$ cat config.mk
export PLATFORM = sky130hd
export DESIGN_NAME = cocktail_shaker_sorter_top_flat
export DESIGN_NICKNAME = d
export VERILOG_FILES = /design/src/sv/css_pkg.sv /design/src/sv/css_if.sv /design/src/sv/cocktail_shaker_sorter_top.sv /design/src/sv/css_cmp_swap.sv /design/src/flat_wrapper.sv
export SDC_FILE = /design/constraint.sdc
export NUM_CORES = 2
export LEC_CHECK = 0
export ABC_AREA = 1
export BUFFER_PORTS_ARGS = -buffer_cell sky130_fd_sc_hd__clkbuf_2
export CORE_AREA = 2 2 314 316
export DETAILED_ROUTE_END_ITERATION = 10
export DIE_AREA = 0 0 316 318
export PLACE_DENSITY = 0.66
export SETUP_SLACK_MARGIN = 0.05
export SLEW_MARGIN = 20
export SYNTH_ARGS = -nofsm -noshare
export SYNTH_HDL_FRONTEND = slang
export SYNTH_SLANG_ARGS = --single-unit
$ cat constraint.sdc
create_clock -name clk -period 5.95 [get_ports clk]
set_clock_uncertainty 0.15 [all_clocks]
set_input_delay 0.2975 -clock clk [delete_from_list [all_inputs] [get_ports clk]]
set_output_delay 0.2975 -clock clk [all_outputs]
set_load 0.03 [all_outputs]
$ cat src/sv/css_pkg.sv
`timescale 1ns / 1ps
// ----------------------------------------------------------------------------
// css_pkg
// Shared types and constants for the cocktail shaker sorter.
// ----------------------------------------------------------------------------
package css_pkg;

	// Payload width of the key fields on the channels
	localparam int KEY_BITS = 32;

	// Defaults for the top-level parameters
	localparam int DEPTH_DEF     = 32;
	localparam int KEY_WIDTH_DEF = 32;

	// sort_order register codes
	localparam logic ORDER_ASC  = 1'b0;
	localparam logic ORDER_DESC = 1'b1;

	// Sequencer states
	typedef enum logic [2:0] {
		ST_IDLE,
		ST_SORT_START,
		ST_RUN,
		ST_END,
		ST_EMIT
	} state_t;

	// Control of the shared compare/swap unit
	typedef struct packed {
		logic fwd;   // 1: forward pass, 0: backward pass
		logic desc;  // sort order, one of the ORDER_* codes
	} cmp_ctrl_t;

endpackage

$ cat src/sv/css_if.sv
`timescale 1ns / 1ps
// ----------------------------------------------------------------------------
// css_in_if / css_out_if
// Valid/ready channels for keys in and sorted keys out.
// ----------------------------------------------------------------------------
interface css_in_if;
	import css_pkg::*;
	logic                valid;
	logic                ready;
	logic [KEY_BITS-1:0] key;
	logic                last_in;

	modport source (output valid, output key, output last_in, input ready);
	modport sink   (input valid, input key, input last_in, output ready);
endinterface

interface css_out_if;
	import css_pkg::*;
	logic                valid;
	logic                ready;
	logic [KEY_BITS-1:0] sorted_key;
	logic                last_out;
	logic                overflow;

	modport source (output valid, output sorted_key, output last_out, output overflow,
		input ready);
	modport sink   (input valid, input sorted_key, input last_out, input overflow,
		output ready);
endinterface

$ cat src/sv/cocktail_shaker_sorter_top.sv
`timescale 1ns / 1ps
// ----------------------------------------------------------------------------
// cocktail_shaker_sorter_top
// Collects a set of keys, sorts it with a cocktail shaker sort, streams it out.
// ----------------------------------------------------------------------------
// Keys arrive one per transfer on in_ch and are written to a
// DEPTH-entry key store; keys past DEPTH are dropped and flag overflow on every
// result of the run. The transfer with last_in set closes the set, and in_ch
// stays not ready until the sorted run has been handed to the output register.
// The sort runs n-1 alternating forward and backward passes over a shrinking
// window with a single compare/swap unit: each pass carries the bubbling key in
// a register, so each compare does one store read and one store write, and each
// pass ends with a write of the carried key to the window end. The results then
// stream out at one per cycle while out_ch does not stall them. Throughput is
// bounded by the one comparator and the single write port of the key store.
// sort_order (via cfg_we/cfg_wdata) is sampled while the sort runs and must
// only change idle.
// ----------------------------------------------------------------------------
module cocktail_shaker_sorter_top #(
	parameter int DEPTH     = css_pkg::DEPTH_DEF,
	parameter int KEY_WIDTH = css_pkg::KEY_WIDTH_DEF
) (
	input  logic      clk,
	input  logic      arst_n,
	css_in_if.sink    in_ch,
	css_out_if.source out_ch,
	input  logic      cfg_we,
	input  logic      cfg_wdata
);
	import css_pkg::*;

	localparam int IW = (DEPTH > 1) ? $clog2(DEPTH) : 1;
	localparam int CW = $clog2(DEPTH + 1);

	// Key store
	logic [KEY_WIDTH-1:0] mem [DEPTH];
	logic [KEY_WIDTH-1:0] rd_data_q;
	logic                 rd_en;
	logic [IW-1:0]        rd_addr;
	logic                 wr_en;
	logic [IW-1:0]        wr_addr;
	logic [KEY_WIDTH-1:0] wr_data;

	// Control state
	state_t        state_q, state_d;
	logic          order_q;
	logic [CW-1:0] count_q;
	logic          dropped_q;
	logic [CW-1:0] passes_q;
	logic [IW-1:0] ptr_q;    // address of the read whose data arrives now
	logic [IW-1:0] lo_q;
	logic [IW-1:0] hi_q;
	logic          fwd_q;
	logic [CW-1:0] k_q;      // next key to read in the output phase
	logic          rdv_q;    // read data holds a result waiting for out reg
	logic          rd_last_q;

	// Datapath registers
	logic [KEY_WIDTH-1:0] carry_q;
	logic [KEY_WIDTH-1:0] w_q;   // last key written by a compare step

	// Output register
	logic                out_valid_q;
	logic [KEY_BITS-1:0] out_key_q;
	logic                out_last_q;
	logic                out_ovf_q;

	// Combinational helpers
	logic                 in_xfer;
	logic                 full;
	logic [CW-1:0]        n_next;
	logic [CW-1:0]        cnt_m1;
	logic                 at_end;
	logic                 issue;
	logic                 move;
	logic                 emit_done;
	cmp_ctrl_t            cmp_ctrl;
	logic [KEY_WIDTH-1:0] cmp_wr;
	logic [KEY_WIDTH-1:0] cmp_carry;

	assign in_xfer   = in_ch.valid && in_ch.ready;
	assign full      = (count_q == CW'(DEPTH));
	assign n_next    = full ? count_q : count_q + 1'b1;
	assign cnt_m1    = count_q - 1'b1;
	assign at_end    = fwd_q ? (ptr_q == hi_q) : (ptr_q == lo_q);
	assign move      = rdv_q && (!out_valid_q || out_ch.ready);
	assign emit_done = (k_q == count_q) && !rdv_q;

	assign cmp_ctrl.fwd  = fwd_q;
	assign cmp_ctrl.desc = (order_q == ORDER_DESC);

	css_cmp_swap #(
		.KEY_WIDTH (KEY_WIDTH)
	) u_cmp (
		.ctrl      (cmp_ctrl),
		.carry     (carry_q),
		.data      (rd_data_q),
		.wr_val    (cmp_wr),
		.nxt_carry (cmp_carry)
	);

	// Next state
	always_comb begin
		state_d = state_q;
		case (state_q)
			ST_IDLE: begin
				if (in_xfer && in_ch.last_in) begin
					state_d = (n_next > CW'(1)) ? ST_SORT_START : ST_EMIT;
				end
			end
			ST_SORT_START: state_d = ST_RUN;
			ST_RUN: begin
				if (at_end) begin
					state_d = ST_END;
				end
			end
			ST_END: begin
				state_d = (passes_q == CW'(1)) ? ST_EMIT : ST_RUN;
			end
			ST_EMIT: begin
				if (emit_done) begin
					state_d = ST_IDLE;
				end
			end
			default: state_d = ST_IDLE;
		endcase
	end

	// Outputs of the sequencer: store ports and handshakes
	always_comb begin
		in_ch.ready = 1'b0;
		rd_en       = 1'b0;
		rd_addr     = '0;
		wr_en       = 1'b0;
		wr_addr     = '0;
		wr_data     = cmp_wr;
		issue       = 1'b0;
		case (state_q)
			ST_IDLE: begin
				// always ready here, so a valid key is a transfer
				in_ch.ready = 1'b1;
				wr_en       = in_ch.valid && !full;
				wr_addr     = count_q[IW-1:0];
				wr_data     = KEY_WIDTH'(in_ch.key);
			end
			ST_SORT_START: begin
				rd_en   = 1'b1;
				rd_addr = IW'(1);
			end
			ST_RUN: begin
				wr_en   = 1'b1;
				wr_addr = fwd_q ? ptr_q - 1'b1 : ptr_q + 1'b1;
				rd_en   = !at_end;
				rd_addr = fwd_q ? ptr_q + 1'b1 : ptr_q - 1'b1;
			end
			ST_END: begin
				// carried key settles at the window end
				wr_en   = 1'b1;
				wr_addr = fwd_q ? hi_q : lo_q;
				wr_data = carry_q;
				rd_en   = (passes_q != CW'(1));
				rd_addr = fwd_q ? hi_q - 1'b1 - 1'b1 : lo_q + 1'b1 + 1'b1;
			end
			ST_EMIT: begin
				issue   = (k_q != count_q) && (!rdv_q || move);
				rd_en   = issue;
				rd_addr = k_q[IW-1:0];
			end
			default: ;
		endcase
	end

	// Key store: one write port, one registered read port
	always_ff @(posedge clk) begin
		if (wr_en) begin
			mem[wr_addr] <= wr_data;
		end
		if (rd_en) begin
			rd_data_q <= mem[rd_addr];
		end
	end

	// Control registers
	always_ff @(posedge clk or negedge arst_n) begin
		if (!arst_n) begin
			state_q   <= ST_IDLE;
			order_q   <= ORDER_ASC;
			count_q   <= '0;
			dropped_q <= 1'b0;
			passes_q  <= '0;
			ptr_q     <= '0;
			lo_q      <= '0;
			hi_q      <= '0;
			fwd_q     <= 1'b1;
			k_q       <= '0;
			rdv_q     <= 1'b0;
			rd_last_q <= 1'b0;
		end else begin
			state_q <= state_d;
			if (cfg_we) begin
				order_q <= cfg_wdata;
			end
			case (state_q)
				ST_IDLE: begin
					if (in_xfer) begin
						if (full) begin
							dropped_q <= 1'b1;
						end else begin
							count_q <= count_q + 1'b1;
						end
					end
					k_q <= '0;
				end
				ST_SORT_START: begin
					ptr_q    <= IW'(1);
					lo_q     <= '0;
					hi_q     <= cnt_m1[IW-1:0];
					fwd_q    <= 1'b1;
					passes_q <= cnt_m1;
				end
				ST_RUN: begin
					if (!at_end) begin
						ptr_q <= fwd_q ? ptr_q + 1'b1 : ptr_q - 1'b1;
					end
				end
				ST_END: begin
					passes_q <= passes_q - 1'b1;
					fwd_q    <= !fwd_q;
					if (fwd_q) begin
						hi_q  <= hi_q - 1'b1;
						ptr_q <= hi_q - 1'b1 - 1'b1;
					end else begin
						lo_q  <= lo_q + 1'b1;
						ptr_q <= lo_q + 1'b1 + 1'b1;
					end
				end
				ST_EMIT: begin
					if (issue) begin
						k_q       <= k_q + 1'b1;
						rdv_q     <= 1'b1;
						rd_last_q <= (k_q == cnt_m1);
					end else if (move) begin
						rdv_q <= 1'b0;
					end
					if (emit_done) begin
						count_q   <= '0;
						dropped_q <= 1'b0;
					end
				end
				default: ;
			endcase
		end
	end

	// Sort datapath: carried key and last written key
	always_ff @(posedge clk) begin
		if (state_q == ST_IDLE && in_xfer && count_q == '0) begin
			carry_q <= KEY_WIDTH'(in_ch.key);
		end else if (state_q == ST_RUN) begin
			carry_q <= cmp_carry;
			w_q     <= cmp_wr;
		end else if (state_q == ST_END) begin
			// new pass starts from the key the old pass wrote last
			carry_q <= w_q;
		end
	end

	// Output register: parts the store read from the consumer
	always_ff @(posedge clk or negedge arst_n) begin
		if (!arst_n) begin
			out_valid_q <= 1'b0;
		end else if (move) begin
			out_valid_q <= 1'b1;
		end else if (out_ch.ready) begin
			out_valid_q <= 1'b0;
		end
	end

	always_ff @(posedge clk) begin
		if (move) begin
			out_key_q  <= KEY_BITS'(rd_data_q);
			out_last_q <= rd_last_q;
			out_ovf_q  <= dropped_q;
		end
	end

	assign out_ch.valid      = out_valid_q;
	assign out_ch.sorted_key = out_key_q;
	assign out_ch.last_out   = out_last_q;
	assign out_ch.overflow   = out_ovf_q;

	// Checks
	a_no_rw_collision: assert property (@(posedge clk) disable iff (!arst_n)
		(rd_en && wr_en) |-> (rd_addr != wr_addr))
		else $error("store read and write hit the same entry");

	a_count_bound: assert property (@(posedge clk) disable iff (!arst_n)
		count_q <= CW'(DEPTH))
		else $error("key count beyond store depth");

	a_ptr_in_window: assert property (@(posedge clk) disable iff (!arst_n)
		(state_q == ST_RUN) |-> (ptr_q >= lo_q && ptr_q <= hi_q))
		else $error("compare pointer outside the pass window");

	a_emit_after_sort: assert property (@(posedge clk) disable iff (!arst_n)
		(state_q == ST_END && passes_q == CW'(1)) |=> (state_q == ST_EMIT && k_q == '0))
		else $error("output phase did not start after the final pass");

endmodule

$ cat src/sv/css_cmp_swap.sv
`timescale 1ns / 1ps
// ----------------------------------------------------------------------------
// css_cmp_swap
// Shared compare/swap unit: one unsigned compare of the carried key against
// the key read from the store, picks the key written back and the new carry.
// ----------------------------------------------------------------------------
module css_cmp_swap #(
	parameter int KEY_WIDTH = css_pkg::KEY_WIDTH_DEF
) (
	input  css_pkg::cmp_ctrl_t   ctrl,
	input  logic [KEY_WIDTH-1:0] carry,
	input  logic [KEY_WIDTH-1:0] data,
	output logic [KEY_WIDTH-1:0] wr_val,
	output logic [KEY_WIDTH-1:0] nxt_carry
);
	import css_pkg::*;

	logic                 sel_carry;
	logic [KEY_WIDTH-1:0] op_a;
	logic [KEY_WIDTH-1:0] op_b;
	logic                 swap;

	// Forward: pair is (carry, data); backward: (data, carry).
	// Out of order means first > second ascending, first < second descending.
	assign sel_carry = ctrl.fwd ^ ctrl.desc;
	assign op_a      = sel_carry ? carry : data;
	assign op_b      = sel_carry ? data : carry;
	assign swap      = op_a > op_b;

	assign wr_val    = swap ? data : carry;
	assign nxt_carry = swap ? carry : data;

endmodule

$ cat src/flat_wrapper.sv
// flat-port wrapper written by rule: the top's interface ports become plain ports
module cocktail_shaker_sorter_top_flat import css_pkg::*;
#(
	parameter int DEPTH     = css_pkg::DEPTH_DEF,
	parameter int KEY_WIDTH = css_pkg::KEY_WIDTH_DEF
)
  (clk, arst_n, cfg_we, cfg_wdata, in_ch_valid, in_ch_key, in_ch_last_in, in_ch_ready, out_ch_valid, out_ch_sorted_key, out_ch_last_out, out_ch_overflow, out_ch_ready);
  css_in_if in_ch_i ();
  css_out_if out_ch_i ();
  input  logic clk;
  input  logic arst_n;
  input  logic cfg_we;
  input  logic cfg_wdata;
  input wire logic [$bits(in_ch_i.valid)-1:0] in_ch_valid;
  input wire logic [$bits(in_ch_i.key)-1:0] in_ch_key;
  input wire logic [$bits(in_ch_i.last_in)-1:0] in_ch_last_in;
  output wire logic [$bits(in_ch_i.ready)-1:0] in_ch_ready;
  output wire logic [$bits(out_ch_i.valid)-1:0] out_ch_valid;
  output wire logic [$bits(out_ch_i.sorted_key)-1:0] out_ch_sorted_key;
  output wire logic [$bits(out_ch_i.last_out)-1:0] out_ch_last_out;
  output wire logic [$bits(out_ch_i.overflow)-1:0] out_ch_overflow;
  input wire logic [$bits(out_ch_i.ready)-1:0] out_ch_ready;
  assign in_ch_i.valid = in_ch_valid;
  assign in_ch_i.key = in_ch_key;
  assign in_ch_i.last_in = in_ch_last_in;
  assign in_ch_ready = in_ch_i.ready;
  assign out_ch_valid = out_ch_i.valid;
  assign out_ch_sorted_key = out_ch_i.sorted_key;
  assign out_ch_last_out = out_ch_i.last_out;
  assign out_ch_overflow = out_ch_i.overflow;
  assign out_ch_i.ready = out_ch_ready;
  cocktail_shaker_sorter_top #(.DEPTH(DEPTH), .KEY_WIDTH(KEY_WIDTH)) u_core (.clk(clk), .arst_n(arst_n), .in_ch(in_ch_i), .out_ch(out_ch_i), .cfg_we(cfg_we), .cfg_wdata(cfg_wdata));
endmodule
==> impl_results.md <==
- Status: completed
- Fin. Hold Viols: 0
- Core Region: roughly 97000 µm²
- Largest area contributor in the netlist: edfxtp_1
- Yosys cell types: 41
- Post-synth EDFFs: between 1k and 1.5k
- Post-synthesis sequential area ratio: between 60% and 70%
- FF+latch count, synth: 1196
- Hold Path Class: in2async
- Pin count of the biggest net entering global routing: between 200 and 250
- First-pass GRT wire length: ~220 mm
- Gr usage total: around 30%
- Post-Syn Area: 52900 µm²
- Port Buf Inserts: 74
- Mapped Nets: ~5.2k
- Synth-to-Final Area Change: 12.5%
- # hold bufs at CTS: 39
- Path depth of the worst reg2reg path: 17
- Post-CTS setup buffers: 0
- Layout Nets: around 5.2k
- Final WL: about 150 mm
- Filler cells: roughly 7.7k
- Starting Density: 54.3%
- HPWL after DPL: slightly above 80 mm
- Starting DRT DRC Count: 5369
- Area contributors post-synth: edfxtp_1 (66%), nand2_1 (11%), inv_1 (5.1%)
- Slew @ Worst Pin: between 1 and 1.5 ns
- Synth Area per Inst: approximately 10 µm²
- Clock Sinks: about 1.2k
- Die area: between 100000 and 150000 µm²
- CTS resizes: 0
- Max cap viols: 0
- Most frequent cells in the layout: nand2_1 (1496), edfxtp_1 (1154), inv_1 (722)
- Tcrit/Tclk final: roughly 81%
- Vias in the first global route: around 33k
- Fmax: between 200 and 250 MHz
- Wirelength per Cell: 22.6 µm
- Gp weighted congestion: 0.935
- Clk buf depth: 3
- Die Y: roughly 320 µm
- Final Worst Setup Slack: between 1 and 1.5 ns
- Antenna violations before repair: 3
- CTS Buf Count: between 100 and 150
- Final number of setup-violating endpoints: 0
- Vias: approximately 37k
- Remaining Overflow, GRT: 0
- WP data arrival: ~5.0 ns
- WP data required: between 6 and 7 ns
- Share of layout cells above drive strength 1: approximately 7.7%
- Worst slack at placement: between 1 and 1.5 ns
- FP Rows: between 100 and 150
- CP Capture Type: flip-flop
- Relative slew slack: 20.3%
- Vias per inst: between 5 and 6
- Critical path class: reg2reg
- Detail Route Antenna Nets: 0
- CTS tree: built
- Root Buffer: clkbuf_16
- Cells after Synth: a little over 5k
- Critical path startpoint category: flip-flop
- Total negative slack: 0 ns
- Num ports: 75
- Share of the synthesized area in the top cell type: between 60% and 70%
- DR pass1 iterations: 8
- CP max FO: 32
- Most used DFF post-synth: edfxtp_1
- DRC viols: 0
- Die X: around 320 µm
- Syn. warnings: 0
- Skew-Pair Late Insertion Delay: 0.72 ns
- Unrepaired setup endpoints after global routing: no
- Asr flop ratio synth: 3.51%
- H-tree depth: 3
- Most common cell after layout, fill and taps aside: nand2_1
- Fin. max-slew vios: 0
- Clock slew at reported path FFs: roughly 0.060 ns
- Minimum clock period after layout: about 4.8 ns
==> metal layers <==
layer	share of wire (%)	GRT usage (%)
met1	40	41.7
met2	45	45.4
met3	11	5.69
met4	3.7	11.0
met5	0.0087	0
==> through the flow <==
stage               std cells  hold WS (ns)  area [µm²]  util, %
finish                   6573        0.0836       59500     61.0
floorplan                5114        -0.148       52900        -
global placement         6305         0.270       55000     56.5
CTS                      6572        0.0729       59400     61.0
detailed placement       6306         0.267       55000     56.5
global route             6572         0.158       59500     61.0
==> Yosys cell counts, drive strengths merged, types with 2 or more instances <==
master / n
a21oi: 27
nor2: 99
clkbuf: 115
xor2: 25
o211ai: 70
dfrtp: 41
a31oi: 3
and2: 33
o21ai: 561
nor3b: 2
nand2: 1500
xnor2: 9
ha: 13
inv: 729
nand4: 6
o2111ai: 2
a22oi: 4
nor3: 5
edfxtp: 1154
nand3: 513
buf: 146
or2: 3
nand3b: 2
o22ai: 43
==> final cells by class <==
cell class | count | area (µm²) | share of cell area, %
antenna | 1 | 2.50 | 0.00421
clock buffer | 135 | 3080 | 5.18
clock inverter | 92 | 950 | 1.60
inverter | 729 | 2750 | 4.62
multi-input combinational | 2928 | 13600 | 22.8
sequential | 1196 | 35700 | 60.1
tap | 1287 | 1610 | 2.71
timing repair buffer | 205 | 1790 | 3.01
==> state kept, by name (all words and copies together) (netlist names), 3 cells and up <==
signal	flops
u_core.state_q	3
u_core.out_ch.sorted_key	32
u_core.count_q	6
u_core.carry_q	32
u_core.w_q	32
u_core.passes_q	6
u_core.rd_data_q	32
u_core.lo_q	5
u_core.mem	1024
u_core.k_q	6
u_core.hi_q	5
u_core.ptr_q	5
==> critical path, cell delays in order, from the launching register on <==
cell and delay [ns]:
dfstp_2 0.76, inv_1 0.32, nand2_1 0.18, nand2_1 0.53
o21ai_0 0.38, nand2_1 0.08, nand2_1 0.06, inv_1 0.04
nand2_1 0.05, a21oi_1 0.04, nand2_1 0.11, nand2_1 0.06
nand2_1 0.09, nand2_1 0.25, buf_12 0.28, nand2_1 0.09
nand3_1 0.06, nand2_1 0.83
==> cells by family (layout without fill, tap and decap cells) <==
group / count (synthesis) / in the layout / synth area share [%]
AO/OA/AOI/OAI: 715 / 715 / 7.30
XOR/XNOR: 34 / 34 / 0.563
adder cells (fa/ha/maj): 13 / 13 / 0.308
buffers and inverters: 990 / 1161 / 7.42
flip-flops: 1196 / 1196 / 67.5
multiplexers: 1 / 1 / 0.0213
other: 0 / 1 / 0
AND/OR/NAND/NOR: 2165 / 2165 / 16.8
==> worst paths after layout <==
path / slack [ns] / end / start
worst min register to register: 0.30 / u_core.out_ch.last_out$_DFFE_PP_ / u_core.rd_last_q$_DFFE_PN0P_
min in group clk: 0.30 / u_core.out_ch.last_out$_DFFE_PP_ / u_core.rd_last_q$_DFFE_PN0P_
worst max register to register: 1.14 / u_core.mem[11][1]$_DFFE_PP_ / u_core.fwd_q$_DFFE_PN1P_
worst min-delay path: 0.08 / u_core.ptr_q[4]$_DFFE_PN0P_ / arst_n
max in group asynchronous: 5.17 / u_core.ptr_q[3]$_DFFE_PN0P_ / arst_n
worst max-delay path: 1.14 / u_core.mem[11][1]$_DFFE_PP_ / u_core.fwd_q$_DFFE_PN1P_
Power is left out: the tool's default activity adds up to more than one toggle a clock period on the data nets, which glitch-free logic cannot reach.
